$ cat src/hdl/assert_macros.svh
// assertion macros used by the rtl top
`ifndef ASSERT_MACROS_SVH
`define ASSERT_MACROS_SVH

// same-cycle implication, disabled while in reset
`define ASSERT_IMPLIES(label, clk, rst_n, cond, expr) \
	label: assert property (@(posedge clk) disable iff (!(rst_n)) (cond) |-> (expr)) \
		else $error("assertion failed: same-cycle implication");

// next-cycle implication, disabled while in reset
`define ASSERT_NEXT(label, clk, rst_n, cond, expr) \
	label: assert property (@(posedge clk) disable iff (!(rst_n)) (cond) |=> (expr)) \
		else $error("assertion failed: next-cycle implication");

`endif

$ cat src/hdl/rrtss_pkg.sv
// types, codes and reset values of the round-robin time-slice scheduler
package rrtss_pkg;

	localparam int DEF_QUEUE_DEPTH = 16;

	// opcodes
	localparam logic OP_ENQUEUE = 1'b0;
	localparam logic OP_SLICE   = 1'b1;

	// result status codes
	localparam logic [2:0] ST_ACCEPTED  = 3'd0;
	localparam logic [2:0] ST_FULL      = 3'd1;
	localparam logic [2:0] ST_SLICE_RUN = 3'd2;
	localparam logic [2:0] ST_EMPTY     = 3'd3;
	localparam logic [2:0] ST_HALTED    = 3'd4;

	// configuration port
	localparam int         PADDR_W        = 3;
	localparam int         REG_SEL_BIT    = 2;
	localparam logic       REG_QUANTUM    = 1'b0;
	localparam logic       REG_TIME_LIMIT = 1'b1;
	localparam logic [7:0]  QUANTUM_RST    = 8'd4;
	localparam logic [15:0] TIME_LIMIT_RST = 16'd49;

	localparam int QCOUNT_W = 5;

	typedef struct packed {
		logic       opcode;
		logic [7:0] job_id;
		logic [7:0] job_burst;
	} cmd_t;

	typedef struct packed {
		logic [2:0]          status;
		logic [7:0]          served_id;
		logic [15:0]         end_time;
		logic                job_done;
		logic [15:0]         saved_time;
		logic [15:0]         slice_index;
		logic [QCOUNT_W-1:0] queue_count;
	} result_t;

	typedef struct packed {
		logic [7:0] job_id;
		logic [7:0] burst;
	} job_entry_t;

	typedef struct packed {
		logic [7:0]  quantum;
		logic [15:0] time_limit;
	} cfg_t;

endpackage

$ cat src/hdl/rrtss_cfg.sv
// apb-style configuration registers: quantum and time limit
module rrtss_cfg import rrtss_pkg::*; (
	input  logic               clk,
	input  logic               arst_n,
	input  logic               psel,
	input  logic               penable,
	input  logic               pwrite,
	input  logic [PADDR_W-1:0] paddr,
	input  logic [31:0]        pwdata,
	output logic [31:0]        prdata,
	output cfg_t               cfg
);

	logic [7:0]  quantum_q;
	logic [15:0] time_limit_q;
	logic        wr_en;

	assign wr_en = psel && penable && pwrite;

	always_ff @(posedge clk or negedge arst_n) begin
		if (!arst_n) begin
			quantum_q    <= QUANTUM_RST;
			time_limit_q <= TIME_LIMIT_RST;
		end else if (wr_en) begin
			unique case (paddr[REG_SEL_BIT])
				REG_QUANTUM:    quantum_q    <= pwdata[7:0];
				REG_TIME_LIMIT: time_limit_q <= pwdata[15:0];
			endcase
		end
	end

	always_comb begin
		unique case (paddr[REG_SEL_BIT])
			REG_QUANTUM:    prdata = {24'd0, quantum_q};
			REG_TIME_LIMIT: prdata = {16'd0, time_limit_q};
		endcase
	end

	assign cfg.quantum    = quantum_q;
	assign cfg.time_limit = time_limit_q;

endmodule

$ cat src/hdl/rrtss_job_mem.sv
// job queue memory: one write port, one registered read port with write bypass
module rrtss_job_mem import rrtss_pkg::*; #(
	parameter int QUEUE_DEPTH = DEF_QUEUE_DEPTH
) (
	input  logic                                 clk,
	input  logic                                 we,
	input  logic [$clog2(QUEUE_DEPTH)-1:0]       waddr,
	input  job_entry_t                           wdata,
	input  logic [$clog2(QUEUE_DEPTH)-1:0]       raddr,
	output job_entry_t                           rdata
);

	job_entry_t mem_q [QUEUE_DEPTH];
	job_entry_t rdata_q;

	always_ff @(posedge clk) begin
		if (we) begin
			mem_q[waddr] <= wdata;
		end
	end

	// a write to the slot being read lands in the read register directly
	always_ff @(posedge clk) begin
		if (we && (waddr == raddr)) begin
			rdata_q <= wdata;
		end else begin
			rdata_q <= mem_q[raddr];
		end
	end

	assign rdata = rdata_q;

endmodule

$ cat src/hdl/rrtss_core.sv
// scheduler state, single-pass step logic and result register
module rrtss_core import rrtss_pkg::*; #(
	parameter int QUEUE_DEPTH = DEF_QUEUE_DEPTH
) (
	input  logic                           clk,
	input  logic                           arst_n,
	input  logic                           item_vld,
	input  cmd_t                           item,
	input  cfg_t                           cfg,
	input  job_entry_t                     head_entry,
	output logic                           mem_we,
	output logic [$clog2(QUEUE_DEPTH)-1:0] mem_waddr,
	output job_entry_t                     mem_wdata,
	output logic [$clog2(QUEUE_DEPTH)-1:0] mem_raddr,
	output logic                           res_vld,
	output result_t                        res
);

	localparam int PTR_W = $clog2(QUEUE_DEPTH);
	localparam int CNT_W = $clog2(QUEUE_DEPTH + 1);
	localparam logic [PTR_W-1:0] LAST_SLOT = PTR_W'(QUEUE_DEPTH - 1);
	localparam logic [CNT_W-1:0] FULL_CNT  = CNT_W'(QUEUE_DEPTH);

	logic [PTR_W-1:0] head_q, head_d, tail_q, tail_d;
	logic [CNT_W-1:0] cnt_q, cnt_d;
	logic [15:0]      elapsed_q, elapsed_d, unused_q, unused_d, slices_q, slices_d;
	logic [2:0]       status_c;
	logic [7:0]       served_c;
	logic             done_c;
	logic [QCOUNT_W+CNT_W-1:0] cnt_ext;
	result_t          res_d;
	result_t          res_s2;
	logic             res_vld_s2;

	function automatic logic [15:0] sat_add16(input logic [15:0] a, input logic [15:0] b);
		logic [16:0] s;
		s = {1'b0, a} + {1'b0, b};
		return s[16] ? 16'hFFFF : s[15:0];
	endfunction

	function automatic logic [PTR_W-1:0] next_slot(input logic [PTR_W-1:0] p);
		return (p == LAST_SLOT) ? '0 : p + PTR_W'(1);
	endfunction

	always_comb begin
		head_d    = head_q;
		tail_d    = tail_q;
		cnt_d     = cnt_q;
		elapsed_d = elapsed_q;
		unused_d  = unused_q;
		slices_d  = slices_q;
		mem_we    = 1'b0;
		mem_waddr = tail_q;
		mem_wdata = head_entry;
		status_c  = ST_ACCEPTED;
		served_c  = 8'd0;
		done_c    = 1'b0;
		if (item_vld) begin
			unique case (item.opcode)
				OP_ENQUEUE: begin
					if (cnt_q == FULL_CNT) begin
						status_c = ST_FULL;
					end else begin
						mem_we           = 1'b1;
						mem_wdata.job_id = item.job_id;
						mem_wdata.burst  = item.job_burst;
						tail_d           = next_slot(tail_q);
						cnt_d            = cnt_q + CNT_W'(1);
					end
				end
				OP_SLICE: begin
					if (elapsed_q >= cfg.time_limit) begin
						status_c = ST_HALTED;
					end else if (cnt_q == '0) begin
						status_c = ST_EMPTY;
					end else begin
						status_c = ST_SLICE_RUN;
						served_c = head_entry.job_id;
						head_d   = next_slot(head_q);
						slices_d = sat_add16(slices_q, 16'd1);
						if (head_entry.burst > cfg.quantum) begin
							// rotate the job to the tail with its burst cut by one quantum
							mem_we          = 1'b1;
							mem_wdata.burst = head_entry.burst - cfg.quantum;
							tail_d          = next_slot(tail_q);
							elapsed_d       = sat_add16(elapsed_q, {8'd0, cfg.quantum});
						end else begin
							elapsed_d = sat_add16(elapsed_q, {8'd0, head_entry.burst});
							unused_d  = sat_add16(unused_q,
								{8'd0, cfg.quantum - head_entry.burst});
							cnt_d     = cnt_q - CNT_W'(1);
							done_c    = 1'b1;
						end
					end
				end
			endcase
		end
	end

	// read the slot that will be the head once this beat is applied
	assign mem_raddr = head_d;

	assign cnt_ext = {{QCOUNT_W{1'b0}}, cnt_d};

	always_comb begin
		res_d.status      = status_c;
		res_d.served_id   = served_c;
		res_d.end_time    = elapsed_d;
		res_d.job_done    = done_c;
		res_d.saved_time  = unused_d;
		res_d.slice_index = slices_d;
		res_d.queue_count = cnt_ext[QCOUNT_W-1:0];
	end

	always_ff @(posedge clk or negedge arst_n) begin
		if (!arst_n) begin
			head_q     <= '0;
			tail_q     <= '0;
			cnt_q      <= '0;
			elapsed_q  <= '0;
			unused_q   <= '0;
			slices_q   <= '0;
			res_vld_s2 <= 1'b0;
		end else begin
			head_q     <= head_d;
			tail_q     <= tail_d;
			cnt_q      <= cnt_d;
			elapsed_q  <= elapsed_d;
			unused_q   <= unused_d;
			slices_q   <= slices_d;
			res_vld_s2 <= item_vld;
		end
	end

	always_ff @(posedge clk) begin
		if (item_vld) begin
			res_s2 <= res_d;
		end
	end

	assign res_vld = res_vld_s2;
	assign res     = res_s2;

endmodule

$ cat src/hdl/round_robin_time_slice_scheduler_top.sv
// a command taken on start is registered into item_s1, then its result into res_s2; done high one cycle
// throughput: one command per cycle, busy never rises; the head job is prefetched from the
// job memory read port so a slice never waits on the read
// reset: pointers, job count, elapsed, saved and slice totals clear; quantum 4, limit 49
// the job memory is not cleared; results are strobes and are not held for the receiver
module round_robin_time_slice_scheduler_top import rrtss_pkg::*; #(
	parameter int QUEUE_DEPTH = DEF_QUEUE_DEPTH
) (
	input  logic               clk,
	input  logic               arst_n,
	input  logic               start,
	output logic               busy,
	input  cmd_t               cmd,
	output logic               done,
	output result_t            result,
	input  logic               psel,
	input  logic               penable,
	input  logic               pwrite,
	input  logic [PADDR_W-1:0] paddr,
	input  logic [31:0]        pwdata,
	output logic [31:0]        prdata,
	output logic               pready
);

	`include "assert_macros.svh"

	localparam int PTR_W = $clog2(QUEUE_DEPTH);

	cfg_t             cfg;
	cmd_t             item_s1;
	logic             valid_s1;
	job_entry_t       head_entry;
	logic             mem_we;
	logic [PTR_W-1:0] mem_waddr;
	logic [PTR_W-1:0] mem_raddr;
	job_entry_t       mem_wdata;

	assign busy   = 1'b0;
	assign pready = 1'b1;

	always_ff @(posedge clk or negedge arst_n) begin
		if (!arst_n) begin
			valid_s1 <= 1'b0;
		end else begin
			valid_s1 <= start && !busy;
		end
	end

	always_ff @(posedge clk) begin
		if (start && !busy) begin
			item_s1 <= cmd;
		end
	end

	rrtss_cfg u_cfg (
		.clk     (clk),
		.arst_n  (arst_n),
		.psel    (psel),
		.penable (penable),
		.pwrite  (pwrite),
		.paddr   (paddr),
		.pwdata  (pwdata),
		.prdata  (prdata),
		.cfg     (cfg)
	);

	rrtss_job_mem #(
		.QUEUE_DEPTH (QUEUE_DEPTH)
	) u_job_mem (
		.clk   (clk),
		.we    (mem_we),
		.waddr (mem_waddr),
		.wdata (mem_wdata),
		.raddr (mem_raddr),
		.rdata (head_entry)
	);

	rrtss_core #(
		.QUEUE_DEPTH (QUEUE_DEPTH)
	) u_core (
		.clk        (clk),
		.arst_n     (arst_n),
		.item_vld   (valid_s1),
		.item       (item_s1),
		.cfg        (cfg),
		.head_entry (head_entry),
		.mem_we     (mem_we),
		.mem_waddr  (mem_waddr),
		.mem_wdata  (mem_wdata),
		.mem_raddr  (mem_raddr),
		.res_vld    (done),
		.res        (result)
	);

	// every accepted beat yields exactly one result, through valid_s1 and then the result register
	`ASSERT_NEXT(a_accept_gives_result, clk, arst_n, start && !busy, valid_s1 ##1 done)
	`ASSERT_IMPLIES(a_result_had_beat, clk, arst_n, done, $past(start && !busy, 2))
	// a retired job is only reported on a slice that ran
	`ASSERT_IMPLIES(a_done_only_on_slice, clk, arst_n, done && result.job_done,
		result.status == ST_SLICE_RUN)

endmodule

$ cat config.mk
export PLATFORM = sky130hd
export DESIGN_NAME = round_robin_time_slice_scheduler_top
export DESIGN_NICKNAME = d
export VERILOG_FILES = /design/src/hdl/rrtss_pkg.sv /design/src/hdl/rrtss_cfg.sv /design/src/hdl/rrtss_job_mem.sv /design/src/hdl/rrtss_core.sv /design/src/hdl/round_robin_time_slice_scheduler_top.sv
export VERILOG_INCLUDE_DIRS = /design/src /design/src/hdl
export SDC_FILE = /design/constraint.sdc
export NUM_CORES = 1
export LEC_CHECK = 0
export ABC_AREA = 1
export BUFFER_PORTS_ARGS = -buffer_cell sky130_fd_sc_hd__clkbuf_2
export CAP_MARGIN = 30
export CORE_MARGIN = 8
export CORE_UTILIZATION = 65
export CTS_BUF_LIST = sky130_fd_sc_hd__clkbuf_4 sky130_fd_sc_hd__clkbuf_8 sky130_fd_sc_hd__clkbuf_16
export CTS_CLUSTER_SIZE = 24
export DETAILED_ROUTE_END_ITERATION = 6
export PLACE_DENSITY = 0.89
export SYNTH_ARGS = -nofsm -noshare
export SYNTH_HDL_FRONTEND = slang
export SYNTH_SLANG_ARGS = --single-unit
$ cat constraint.sdc
create_clock -name clk -period 8.4 [get_ports clk]
set_clock_uncertainty 0.05 [all_clocks]
set_input_delay 0.84 -clock clk [delete_from_list [all_inputs] [get_ports clk]]
set_output_delay 0.84 -clock clk [all_outputs]
set_load 0.02 [all_outputs]
Word-level counts from Yosys, hierarchy flattened
Memories as Yosys holds them, arrays and structs flattened. A register that Yosys moved wholly into a read port is not among the register bits. Index checks and enable logic that the tools add are counted.

Output and inout bits: 100. Flip-flop bits (word level): 169. Memories: 1. Memory bits (writable): 256. Input port bits: 58. Word-level logic and storage cells: 105.

$lt $le $gt $ge: 2. Bitwise gates (word level): 2. Equal/unequal tests: 7. Reduce and logical (&&, ||, !) cells: 7. Multiplexer cells: 56. Add/subtract/negate cells: 10.

Memory list: u_job_mem.mem_q (words 16, bits a word 16, read ports 1, clocked after Yosys merged registers in 1, write ports 1, RTL line rrtss_job_mem.sv:13) `job_entry_t mem_q [QUEUE_DEPTH];`.

Operators with widths (count): 16-bit two-way mux (20); 32-bit case mux with 2 select lines (1); 16-bit by 8-bit adder with 17-bit output (3); 4-bit two-way mux (10); 8-bit two-way mux (4); 5-bit two-way mux (5); 16-bit by 1-bit adder with 17-bit output (second input constant) (1); 16-bit greater-or-equal comparator (1); 8-bit case mux with 2 select lines (1); 8-bit subtractor (2); 1-bit two-way mux (10); 5-bit case mux with 2 select lines (1); 4-bit by 1-bit adder with 4-bit output (second input constant) (2); 4-bit equality test (second input constant) (2); 8-bit > comparator (1); 4-bit case mux with 2 select lines (1); 2-bit != test (second input constant) (3); 3-bit case mux with 2 select lines (1); 5-bit by 1-bit adder with 5-bit output (second input constant) (1); 5-bit equality test (second input constant) (1); 5-bit zero test (1); 5-bit AND reduction (1); 5-bit by 1-bit subtractor with 5-bit output (second input constant) (1); 2-bit AND reduction (2); other kinds (6) (8).

Longest topological paths before layout
Gate-level depths: netlist of run 1.

Word-level depth: 8. Mapped depth: 29. Mapped depth without buffers: 26.

Modules after synthesis
A second synthesis of run 1 with hierarchy kept.

Cells, all modules: 2369. Area, all modules: 21715.8 um^2.

By module, submodules not included: rrtss_job_mem (instances 1, cells an instance 1062, area each 11140.7 um^2, sequential area each 7767.4 um^2); rrtss_core (instances 1, cells an instance 1118, area each 8752.1 um^2, sequential area each 3503.4 um^2); rrtss_cfg (instances 1, cells an instance 167, area each 1265.0 um^2, sequential area each 605.6 um^2); round_robin_time_slice_scheduler_top (instances 1, cells an instance 22, area each 558.0 um^2, sequential area each 535.5 um^2).

Worst setup path before layout of run 1
No wires, ideal clock.

Path type: reg-to-reg. Start point: register with a tool-made name. End point: memory u_job_mem.mem_q[0][0] (netlist name), enable pin. Arrival time: 4.039 ns. Stages on the path, launching flop included: 23. Path buffers: 4. Path slack: 3.901 ns. Period minus slack after synthesis: 4.499 ns. Data required time: 7.941 ns. Library setup time: 0.409 ns. Cell sequence: dfxtp_1 > buf_2 > buf_4 > buf_2 > mux2i_1 > o211ai_1 > nand3_1 > nand2_1 > inv_1 > ha_1 > fa_1 > inv_1 > nand3_2 > nand2_2 > nand2_1 > nand2_2 > nand2_4 > nor2_8 > inv_4 > o21ai_4 > nand2_2 > buf_6 > nor3_1.

RTL lines (RTL line): end, declared (rrtss_job_mem.sv:13).

==> flow_summary.toml, run 1 <==
[detailed_routing]
highest_layer = "met4"
wl_met3_um = 5374
wl_met1_um = 19080
detail-route-antenna-nets = 0
wl_um = 52940
wl_met2_um = 25930
drt-pass1-iter-count = 5
num_vias = 15400
drt_iter0_drc = 1845
viasPerCell = 6.244
drcViolationCount = 0
wl_per_cell_um = 21.46

[power_and_ir_drop]
peakVddDrop_mv = 0.2653
power_density_mw_per_mm2 = 436.7
p_leak_nw = 9.796

[timing]
post-route-min-period_ns = 6.072
max_clock_freq_ghz = 0.1647
worst_pin_slew_ns = 1.046
maxSlewHeadroom = 0.3027
maxSlewViolCount = 0
tns_ns = 0
hold_viol = 0
period_share = 0.7229
rsz0062_at_grt = "no"
setup_viol_count_final = 0

[final_layout]
multi_input_area_mm2 = 0.006768
fill_cells = 1873
seq_area_mm2 = 0.01242
antenna_cells = 0
area_growth_pct = 12.31
final_cells = 2467
drive_above_1_share = 0.1346
layout.nets = 2162

[synth]
synthFlopType = "edfxtp_1"
yosysTopAreaCell = "edfxtp_1"
synthTopCellsByArea = "edfxtp_1 50%, dfrtp_1 10%, nand2_1 6.0%"
seq_area_frac_synth = 0.6077
synth_enable_flop_cells = 338
yosys-top-cells-count = "338 x edfxtp_1, 327 x nand2_1, 244 x inv_1, 150 x o21ai_0, 122 x a21oi_1"
synth_cell_types = 53
syn_avg_cell_area_um2 = 10.68
synthesis.area_mm2 = 0.02042
synth_most_common_cell = "edfxtp_1"
async_flop_share = 0.2028
syn_inst = 1912
ys_ff_latch = 429
synth_top_area_frac = 0.4969
yosysWarningCount = 0

[clocking]
clock_latency_ns = 0.56
clkSinkCount = 429
cts_root_buf = "clkbuf_16"
cts_buffer_depth = 3
cts_tree = "yes"
postCtsSetupRepairBufs = 0
cts_buffers = 42
htreeDepth = 2
clkSlewWorstSetupHoldPaths_ns = 0.06
cts_hold_buffers = 0
post_cts_resized = 0

[global_route]
grt_pass1_vias = 14910
grt_usage = 0.2678
antenna_found_initial = 0
grt_pass1_wl_um = 80110
grt_max_degree = 91
grt.overflow.total = 0

[floorplan]
coreArea_mm2 = 0.03123
fp.dieW_um = 193.3
start_util = 0.6540
dieArea_mm2 = 0.03735
rows = 65
die_h_um = 193.3
ios = 158

[setup_path]
crit_end = "u_job_mem.mem_q[4][2]"
worstPathArrival_ns = 6.18
crit_type = "flop to flop"
crit_required_ns = 8.51
cp-end-kind = "flop"
regToRegEndpoint = "u_job_mem.mem_q[4][2]"
start_kind = "flop"
ff2ff_path_depth = 19
critPathMaxFanout = 38
regToRegSetupSlack_ns = 2.33

[status]
status = "completed"

[placement]
dp_hpwl_um = 31770
portBuffers = 121
dp.cells = 2384
gp_congestion = 0.9495

[hold_path]
hold_path_class = "input port to asynchronous set/reset pin"

[job]
drv_cap = 0
-- registers in the layout, summed over array words and instances, names as in the netlist, 8 cells and up, named ones only --
register            cells
u_job_mem.mem_q       256
u_core.res             65
u_core.unused_q        16
u_core.slices_q        16
u_cfg.quantum_q         8
item_s1                17
u_cfg.time_limit_q     16
u_core.elapsed_q       16
-- power by group --
group	internal, mW	switching, mW
logic	1.48	3.31
registers	3.10	0.240
clock network	1.07	0.817
total	5.66	4.36
-- worst max-delay path, cell delays in order, from the launching register on --
cell and delay, ns:
dfxtp_1 0.31, buf_4 0.41, clkinv_1 0.93, o211ai_1 0.43
nand3_1 0.14, nand2_1 0.21, inv_1 0.07, ha_1 0.20
fa_1 0.41, inv_1 0.08, nand3_2 0.06, nand2_2 0.10
nand2_1 0.07, nand2_2 0.10, nand2_4 0.12, nor2_8 0.14
inv_4 0.07, o21ai_4 0.16, nand2_2 0.53, nor3_4 1.01
-- area by class of cell --
class	instances	area share
flip-flops and latches	429	0.5415
multi-input cells	1158	0.2950
inverters	251	0.04118
clock inverters	22	0.01031
well taps	402	0.02193
clock buffers	53	0.04996
repair buffers	152	0.04009
-- routing by layer --
| metal | GRT usage | vias to the layer above |
|---|---|---|
| li1 | - | 6806 |
| met2 | 0.4548 | 1116 |
| met1 | 0.3300 | 7281 |
| met3 | 0.05363 | 201 |
| met4 | 0.1186 | 0 |
| met5 | 0 | - |
-- worst min path at each step --
stage                           from                    end  slack [ns]
2_1_floorplan     u_core.slices_q[7]     u_core.slices_q[7]        0.42
3_3_place_gp      u_core.slices_q[7]     u_core.slices_q[7]        0.43
3_5_place_dp   u_cfg.time_limit_q[5]  u_cfg.time_limit_q[5]        0.44
4_1_cts                       arst_n     u_core.slices_q[4]        0.07
5_1_grt                       arst_n     u_core.slices_q[4]        0.08
6_report                      arst_n     u_core.slices_q[4]        0.07
-- metrics by stage --
stage | hold WS (ns) | power (mW) | instance area (um2) | worst slack, ns | util
after CTS | 0.07113 | 9.878 | 22810 | 2.324 | 0.7303
after global routing | 0.08482 | 10.55 | 22940 | 1.981 | 0.7345
final | 0.07056 | 10.02 | 22940 | 2.328 | 0.7345
after detailed placement | 0.4445 | 7.898 | 21420 | 2.369 | 0.6860
after floorplan | 0.4181 | 6.637 | 20480 | 3.901 | -
after global placement | 0.4339 | 7.696 | 21390 | 2.560 | 0.6848
-- kinds of logic (layout without fill, tap and decap cells) --
kind of cell	after synthesis	count (layout)	synth area share
buffers and inverters	341	478	0.07045
multiplexers	64	64	0.03136
XOR/XNOR	33	33	0.01415
other	2	18	0.0003677
AO/OA/AOI/OAI	383	383	0.1072
adder cells (fa/ha/maj)	70	70	0.04472
AND/OR/NAND/NOR	590	590	0.1241
flip-flops	429	429	0.6077
-- cells in the final DEF (no fill, tap or decap), types with 64 or more instances in the layout --
cell type,synthesis,final
edfxtp_1,338,338
nand2_1,327,327
inv_1,244,244
clkbuf_2,0,120
nand3_1,98,98
nor2_1,90,89
a21oi_1,122,122
mux2i_1,64,64
dfrtp_1,83,82
ha_1,65,65
o21ai_0,150,150
o211ai_1,72,72
Note: power is estimated with default switching activity, not from simulation.
==> inputs of run 2 (changes only) <==
--- a/config.mk
+++ b/config.mk
@@ -6,15 +6,15 @@
 export SDC_FILE = /design/constraint.sdc
 export NUM_CORES = 1
 export LEC_CHECK = 0
-export ABC_AREA = 1
+export ABC_AREA = 0
 export BUFFER_PORTS_ARGS = -buffer_cell sky130_fd_sc_hd__clkbuf_2
 export CAP_MARGIN = 30
 export CORE_MARGIN = 8
-export CORE_UTILIZATION = 65
+export CORE_UTILIZATION = 60
 export CTS_BUF_LIST = sky130_fd_sc_hd__clkbuf_4 sky130_fd_sc_hd__clkbuf_8 sky130_fd_sc_hd__clkbuf_16
 export CTS_CLUSTER_SIZE = 24
 export DETAILED_ROUTE_END_ITERATION = 6
-export PLACE_DENSITY = 0.89
+export PLACE_DENSITY = 0.84
 export SYNTH_ARGS = -nofsm -noshare
 export SYNTH_HDL_FRONTEND = slang
 export SYNTH_SLANG_ARGS = --single-unit
==> constraint.sdc (replaced) <==
create_clock -name clk -period 5.7 [get_ports clk]
set_clock_uncertainty 0.05 [all_clocks]
set_input_delay 0.57 -clock clk [delete_from_list [all_inputs] [get_ports clk]]
set_output_delay 0.57 -clock clk [all_outputs]
set_load 0.02 [all_outputs]
==> flow_summary.toml, run 2 <==
[floorplan]
fp.dieW_um = 194.8
dieArea_mm2 = 0.03794
die_h_um = 194.8
start_util = 0.6078
rows = 65
coreArea_mm2 = 0.03156
ios = 158

[power_and_ir_drop]
power_density_mw_per_mm2 = 618.5
p_total_mw = 13.48
p_leak_nw = 8.290
peakVddDrop_mv = 0.2970

[timing]
rsz0062_at_grt = "no"
worst_pin_slew_ns = 1.015
max_clock_freq_ghz = 0.1955
maxSlewViolCount = 0
hold_viol = 0
maxSlewHeadroom = 0.3230
post-route-min-period_ns = 5.114
tns_ns = 0
period_share = 0.8972
setup_viol_count_final = 0

[detailed_routing]
drcViolationCount = 1
wl_um = 45010
drt_iter0_drc = 1176
viasPerCell = 6.278
wl_per_cell_um = 24.33
detail-route-antenna-nets = 0
num_vias = 11610
drt-pass1-iter-count = 7

[clocking]
htreeDepth = 2
cts_buffers = 44
clkSlewWorstSetupHoldPaths_ns = 0.06
postCtsSetupRepairBufs = 0
cts_buffer_depth = 3
cts_root_buf = "clkbuf_16"
cts_tree = "yes"
clock_latency_ns = 0.56
clkSinkCount = 429

[final_layout]
largest_reg_flops = 256
most-common-layout-cells = "338 x edfxtp_1, 120 x clkbuf_2, 82 x dfrtp_1, 80 x mux4_2, 78 x nand2_1"
postLayoutCoreUtil = 0.6910
antenna_cells = 0
area_growth_pct = 13.69
layout_commonest_cell = "edfxtp_1"
registers.top_by_ff_count = "u_job_mem.mem_q"
drive_above_1_share = 0.2673
seq_area_mm2 = 0.01242
multi_input_area_mm2 = 0.006335
fill_cells = 2012
layout.nets = 1540

[setup_path]
slowest_delay_ns = 0.88
cp_num_buf_inv = 1
crit_family = "simple AND/OR/NAND/NOR gates"
start_kind = "flop"
crit_top_cell = "mux4_2"
crit_required_ns = 5.81
critPathMaxFanout = 19
ff2ff_path_depth = 10
cpMaxStageDelayCell = "and2_1"
worstPathArrival_ns = 5.22
cp-end-kind = "flop"
regToRegSetupSlack_ns = 0.59
regToRegEndpoint = "u_job_mem.mem_q[3][5]"
crit_type = "flop to flop"
crit_chain = "buf_12 > mux4_2 > mux4_2 > ha_1 > nand4_1 > a211oi_1 > o31a_1 > a21oi_2 > nor3_1 > and2_1"

[synth]
synth_most_common_cell = "edfxtp_1"
synth_enable_flop_cells = 338
syn_inst = 1253
seq_area_frac_synth = 0.6472
synthFlopType = "edfxtp_1"
ys_ff_latch = 429
syn_avg_cell_area_um2 = 15.31
synth_cell_types = 76
yosys-top-cells-count = "338 x edfxtp_1, 83 x dfrtp_1, 80 x mux4_2, 78 x nand2_1, 65 x ha_1"
synth_top_area_frac = 0.5292
yosysWarningCount = 0
synthTopCellsByArea = "edfxtp_1 53%, dfrtp_1 11%, mux4_2 9.4%"
yosysTopAreaCell = "edfxtp_1"
synthesis.area_mm2 = 0.01918
async_flop_share = 0.2028

[global_route]
antenna_found_initial = 0
grt.overflow.total = 0
grt_pass1_wl_um = 68970
grt_max_degree = 75
grt_pass1_vias = 11740
grt_usage = 0.2341

[hold_path]
min_from = "cmd[8]"
timing.hold.worst_endpoint = "item_s1[8]"
hold_path_class = "input port to flop"
holdPathStages = 1

[placement]
portBuffers = 121
dp_hpwl_um = 28610
gp_congestion = 0.9035

[status]
failed_checks = "design-rule violations"
status = "complete, but fails checks"

[job]
drv_cap = 0
==> run 2: cell types whose count changed after synthesis, sizes merged, moves of 71 or more <==
| cell | previous run | this run |
|---|---|---|
| nand2 | 336 | 78 |
| inv | 250 | 54 |
| o21ai | 161 | 62 |
| a21oi | 124 | 40 |
| mux4 | 0 | 80 |
| nand3 | 101 | 25 |
| o211ai | 72 | 1 |
==> run 2: logic make-up after synthesis <==
kind of cell             synth area share
AO/OA/AOI/OAI                     0.07209
adder cells (fa/ha/maj)           0.04763
buffers and inverters             0.02818
XOR/XNOR                          0.01370
AND/OR/NAND/NOR                   0.06994
flip-flops                         0.6472
multiplexers                       0.1209
other                           0.0003916
==> run 2: power by group <==
part | internal (mW) | switching [mW]
registers | 4.48 | 0.447
clock network | 1.51 | 1.20
logic | 2.37 | 3.47
total | 8.36 | 5.12
==> run 2: timing repair <==
action,CTS,global route
endpoints found under the setup margin,0,0
hold buffers,1,0
endpoints found under the hold margin,30,0
resized for setup,0,0
==> run 2: final cells by class <==
class / instances / area share
Clock buffer: 53 / 0.05469
Clock inverter: 29 / 0.008723
Inverter: 55 / 0.009469
Multi-Input combinational cell: 722 / 0.2905
Sequential cell: 429 / 0.5697
Tap cell: 402 / 0.02307
Timing Repair Buffer: 160 / 0.04384
==> run 2: per-layer routing <==
metal	wire [um]	GRT usage
met3	3138	0.04457
met5	0	0
met1	18240	0.3037
met2	22410	0.3945
met4	1226	0.07861
==> run 2: worst max path at each step <==
stage	from	slack, ns	depth (start not counted)	end
5_1_grt	flop	0.31	10	u_job_mem.mem_q[3][5]
4_1_cts	flop	0.57	10	u_job_mem.mem_q[3][5]
3_3_place_gp	flop	0.74	16	u_core.res[36]
2_1_floorplan	flop	0.44	13	u_job_mem.mem_q[13][0]
6_report	flop	0.59	10	u_job_mem.mem_q[3][5]
3_5_place_dp	flop	0.65	16	u_core.res[36]
==> run 2: metrics by stage <==
stage	area, um2	cells	hold WS [ns]	worst slack, ns
5_1_grt	21800	1850	0.1145	0.3098
4_1_cts	21760	1848	0.1209	0.5693
3_3_place_gp	20370	1765	0.4420	0.7395
3_5_place_dp	20370	1765	0.4385	0.6498
2_1_floorplan	19240	1269	0.2244	0.4421
6_report	21800	1850	0.1351	0.5861
==> inputs of run 3 (changes only) <==
--- a/config.mk
+++ b/config.mk
@@ -10,11 +10,12 @@
 export BUFFER_PORTS_ARGS = -buffer_cell sky130_fd_sc_hd__clkbuf_2
 export CAP_MARGIN = 30
 export CORE_MARGIN = 8
-export CORE_UTILIZATION = 60
+export CORE_UTILIZATION = 65
 export CTS_BUF_LIST = sky130_fd_sc_hd__clkbuf_4 sky130_fd_sc_hd__clkbuf_8 sky130_fd_sc_hd__clkbuf_16
 export CTS_CLUSTER_SIZE = 24
 export DETAILED_ROUTE_END_ITERATION = 6
-export PLACE_DENSITY = 0.84
+export HOLD_SLACK_MARGIN = 0.06
+export PLACE_DENSITY = 0.9
 export SYNTH_ARGS = -nofsm -noshare
 export SYNTH_HDL_FRONTEND = slang
 export SYNTH_SLANG_ARGS = --single-unit
==> constraint.sdc (replaced) <==
create_clock -name clk -period 6.15 [get_ports clk]
set_clock_uncertainty 0.05 [all_clocks]
set_input_delay 0.615 -clock clk [delete_from_list [all_inputs] [get_ports clk]]
set_output_delay 0.615 -clock clk [all_outputs]
set_load 0.02 [all_outputs]
==> flow_summary.toml, run 3 (synthesis gave the netlist of run 2 again) <==
[global_route]
grt_pass1_vias = 12150
grt_pass1_wl_um = 71910
grt.overflow.total = 0
grt_max_degree = 76
grt_usage = 0.2636
antenna_found_initial = 0

[power_and_ir_drop]
p_sw_frac = 0.3829
p_sw_mw = 4.850
p_total_mw = 12.67
intPower_mw = 7.817
power_density_mw_per_mm2 = 579.2
p_leak_nw = 8.341
power_frac_seq = 0.361
clockPowerShare = 0.202
p_comb_frac = 0.437
peakVddDrop_mv = 0.3310

[setup_path]
cp_num_buf_inv = 0
cpMaxStageDelayCell = "dfxtp_4"
start_kind = "flop"
worstPathArrival_ns = 5.55
crit_chain = "mux4_2 > mux4_2 > ha_1 > a21o_1 > a21oi_1 > o21bai_1 > a21oi_1 > xnor2_1 > ha_1 > or2_2 > a21oi_1 > a21oi_1 > and2_0 > nand4_1 > mux2_1"
slowest_delay_ns = 0.78
critPathMaxFanout = 34
crit_required_ns = 6.38
cp-end-kind = "flop"
crit_type = "flop to flop"
crit_top_cell = "a21oi_1"
crit_family = "multiplexers"

[detailed_routing]
num_vias = 11940
detail-route-antenna-nets = 0
wl_um = 46440
drt-pass1-iter-count = 6
drcViolationCount = 0
wl_per_cell_um = 25.28
drt_iter0_drc = 1496
viasPerCell = 6.500

[timing]
setup_viol_count_final = 0
tns_ns = 0
maxSlewViolCount = 0
maxSlewHeadroom = 0.3941
hold_ws_ns = 0.1839
rsz0062_at_grt = "no"
hold_viol = 0
period_share = 0.8644
post-route-min-period_ns = 5.316
max_clock_freq_ghz = 0.1881
worst_pin_slew_ns = 0.9089

[job]
drv_cap = 0

[floorplan]
coreArea_mm2 = 0.02932
ios = 158
fp.dieW_um = 187.8
rows = 63
die_h_um = 187.8
dieArea_mm2 = 0.03526
start_util = 0.6540

[placement]
gp_congestion = 0.8892
dp_hpwl_um = 28690
portBuffers = 121

[clocking]
cts_root_buf = "clkbuf_16"
clkSlewWorstSetupHoldPaths_ns = 0.06
cts_buffer_depth = 3
clkSinkCount = 429
cts_buffers = 43
cts_tree = "yes"
htreeDepth = 2
post_cts_resized = 0
clock_latency_ns = 0.55

[final_layout]
registers.top_by_ff_count = "u_job_mem.mem_q"
postLayoutCoreUtil = 0.7458
drive_above_1_share = 0.2661
layout.nets = 1541
layout_commonest_cell = "edfxtp_1"
most-common-layout-cells = "338 x edfxtp_1, 120 x clkbuf_2, 82 x dfrtp_1, 80 x mux4_2, 78 x nand2_1"
antenna_cells = 0
area_growth_pct = 14.03
largest_reg_flops = 256

[status]
status = "completed"

[hold_path]
hold_path_class = "input port to flop"
[run 3: cell count changes in the layout (fill, tap and decap cells not counted), sizes merged]
| cell | previous run | this run |
|---|---|---|
| inv | 57 | 55 |
| bufinv | 0 | 2 |
| buf | 39 | 41 |
| clkbuf | 173 | 175 |
| clkinv | 22 | 20 |
| clkinvlp | 5 | 2 |
[run 3: layout make-up]
cell class / instances / area, um2
flip-flops and latches: 429 / 12420
well taps: 390 / 488.0
multi-input cells: 722 / 6357
fillers: 1619 / 7455
clock buffers: 55 / 1179
inverters: 55 / 206.4
repair buffers: 162 / 1003
clock inverters: 24 / 214.0
[run 3: per-layer routing]
metal	wire, um	GRT usage	up-vias
met5	0	0	-
met4	1672	0.09576	0
met3	4156	0.05442	136
met2	23550	0.4484	723
met1	17060	0.3326	5956
li1	-	-	5125
[run 3: final timing paths]
check                                        start                  to  slack, ns  cells past startpoint
min in group asynchronous                   arst_n  u_core.unused_q[7]       0.43                      2
worst max register to register                flop      u_core.res[36]       0.83                     15
worst min register to register  u_core.unused_q[0]  u_core.unused_q[0]       0.46                      2
worst min-delay path                        cmd[9]          item_s1[9]       0.18                      1
worst max-delay path                          flop      u_core.res[36]       0.83                     15
max in group asynchronous                   arst_n            valid_s1       4.36                      3
[run 3: power groups by stage]
stage               clock (mW)  sequential (mW)  combinational (mW)
floorplan                    0             4.53                3.81
global placement             0             4.60                5.05
detailed placement           0             4.61                5.31
CTS                       2.59             4.57                5.44
global route              2.69             4.63                5.98
finish                    2.56             4.57                5.53
[run 3: repair_timing]
action / CTS / global route
endpoints found under the hold margin: 16 / 0
setup buffers: 0 / 0
hold buffers: 1 / 0
[run 3: metrics by stage]
stage | worst slack, ns | area (um2) | instances
2_1_floorplan | 0.3832 | 19240 | 1269
3_3_place_gp | 1.040 | 20350 | 1751
3_5_place_dp | 0.9776 | 20440 | 1756
4_1_cts | 0.8629 | 21840 | 1836
5_1_grt | 0.4804 | 21870 | 1837
6_report | 0.8340 | 21870 | 1837
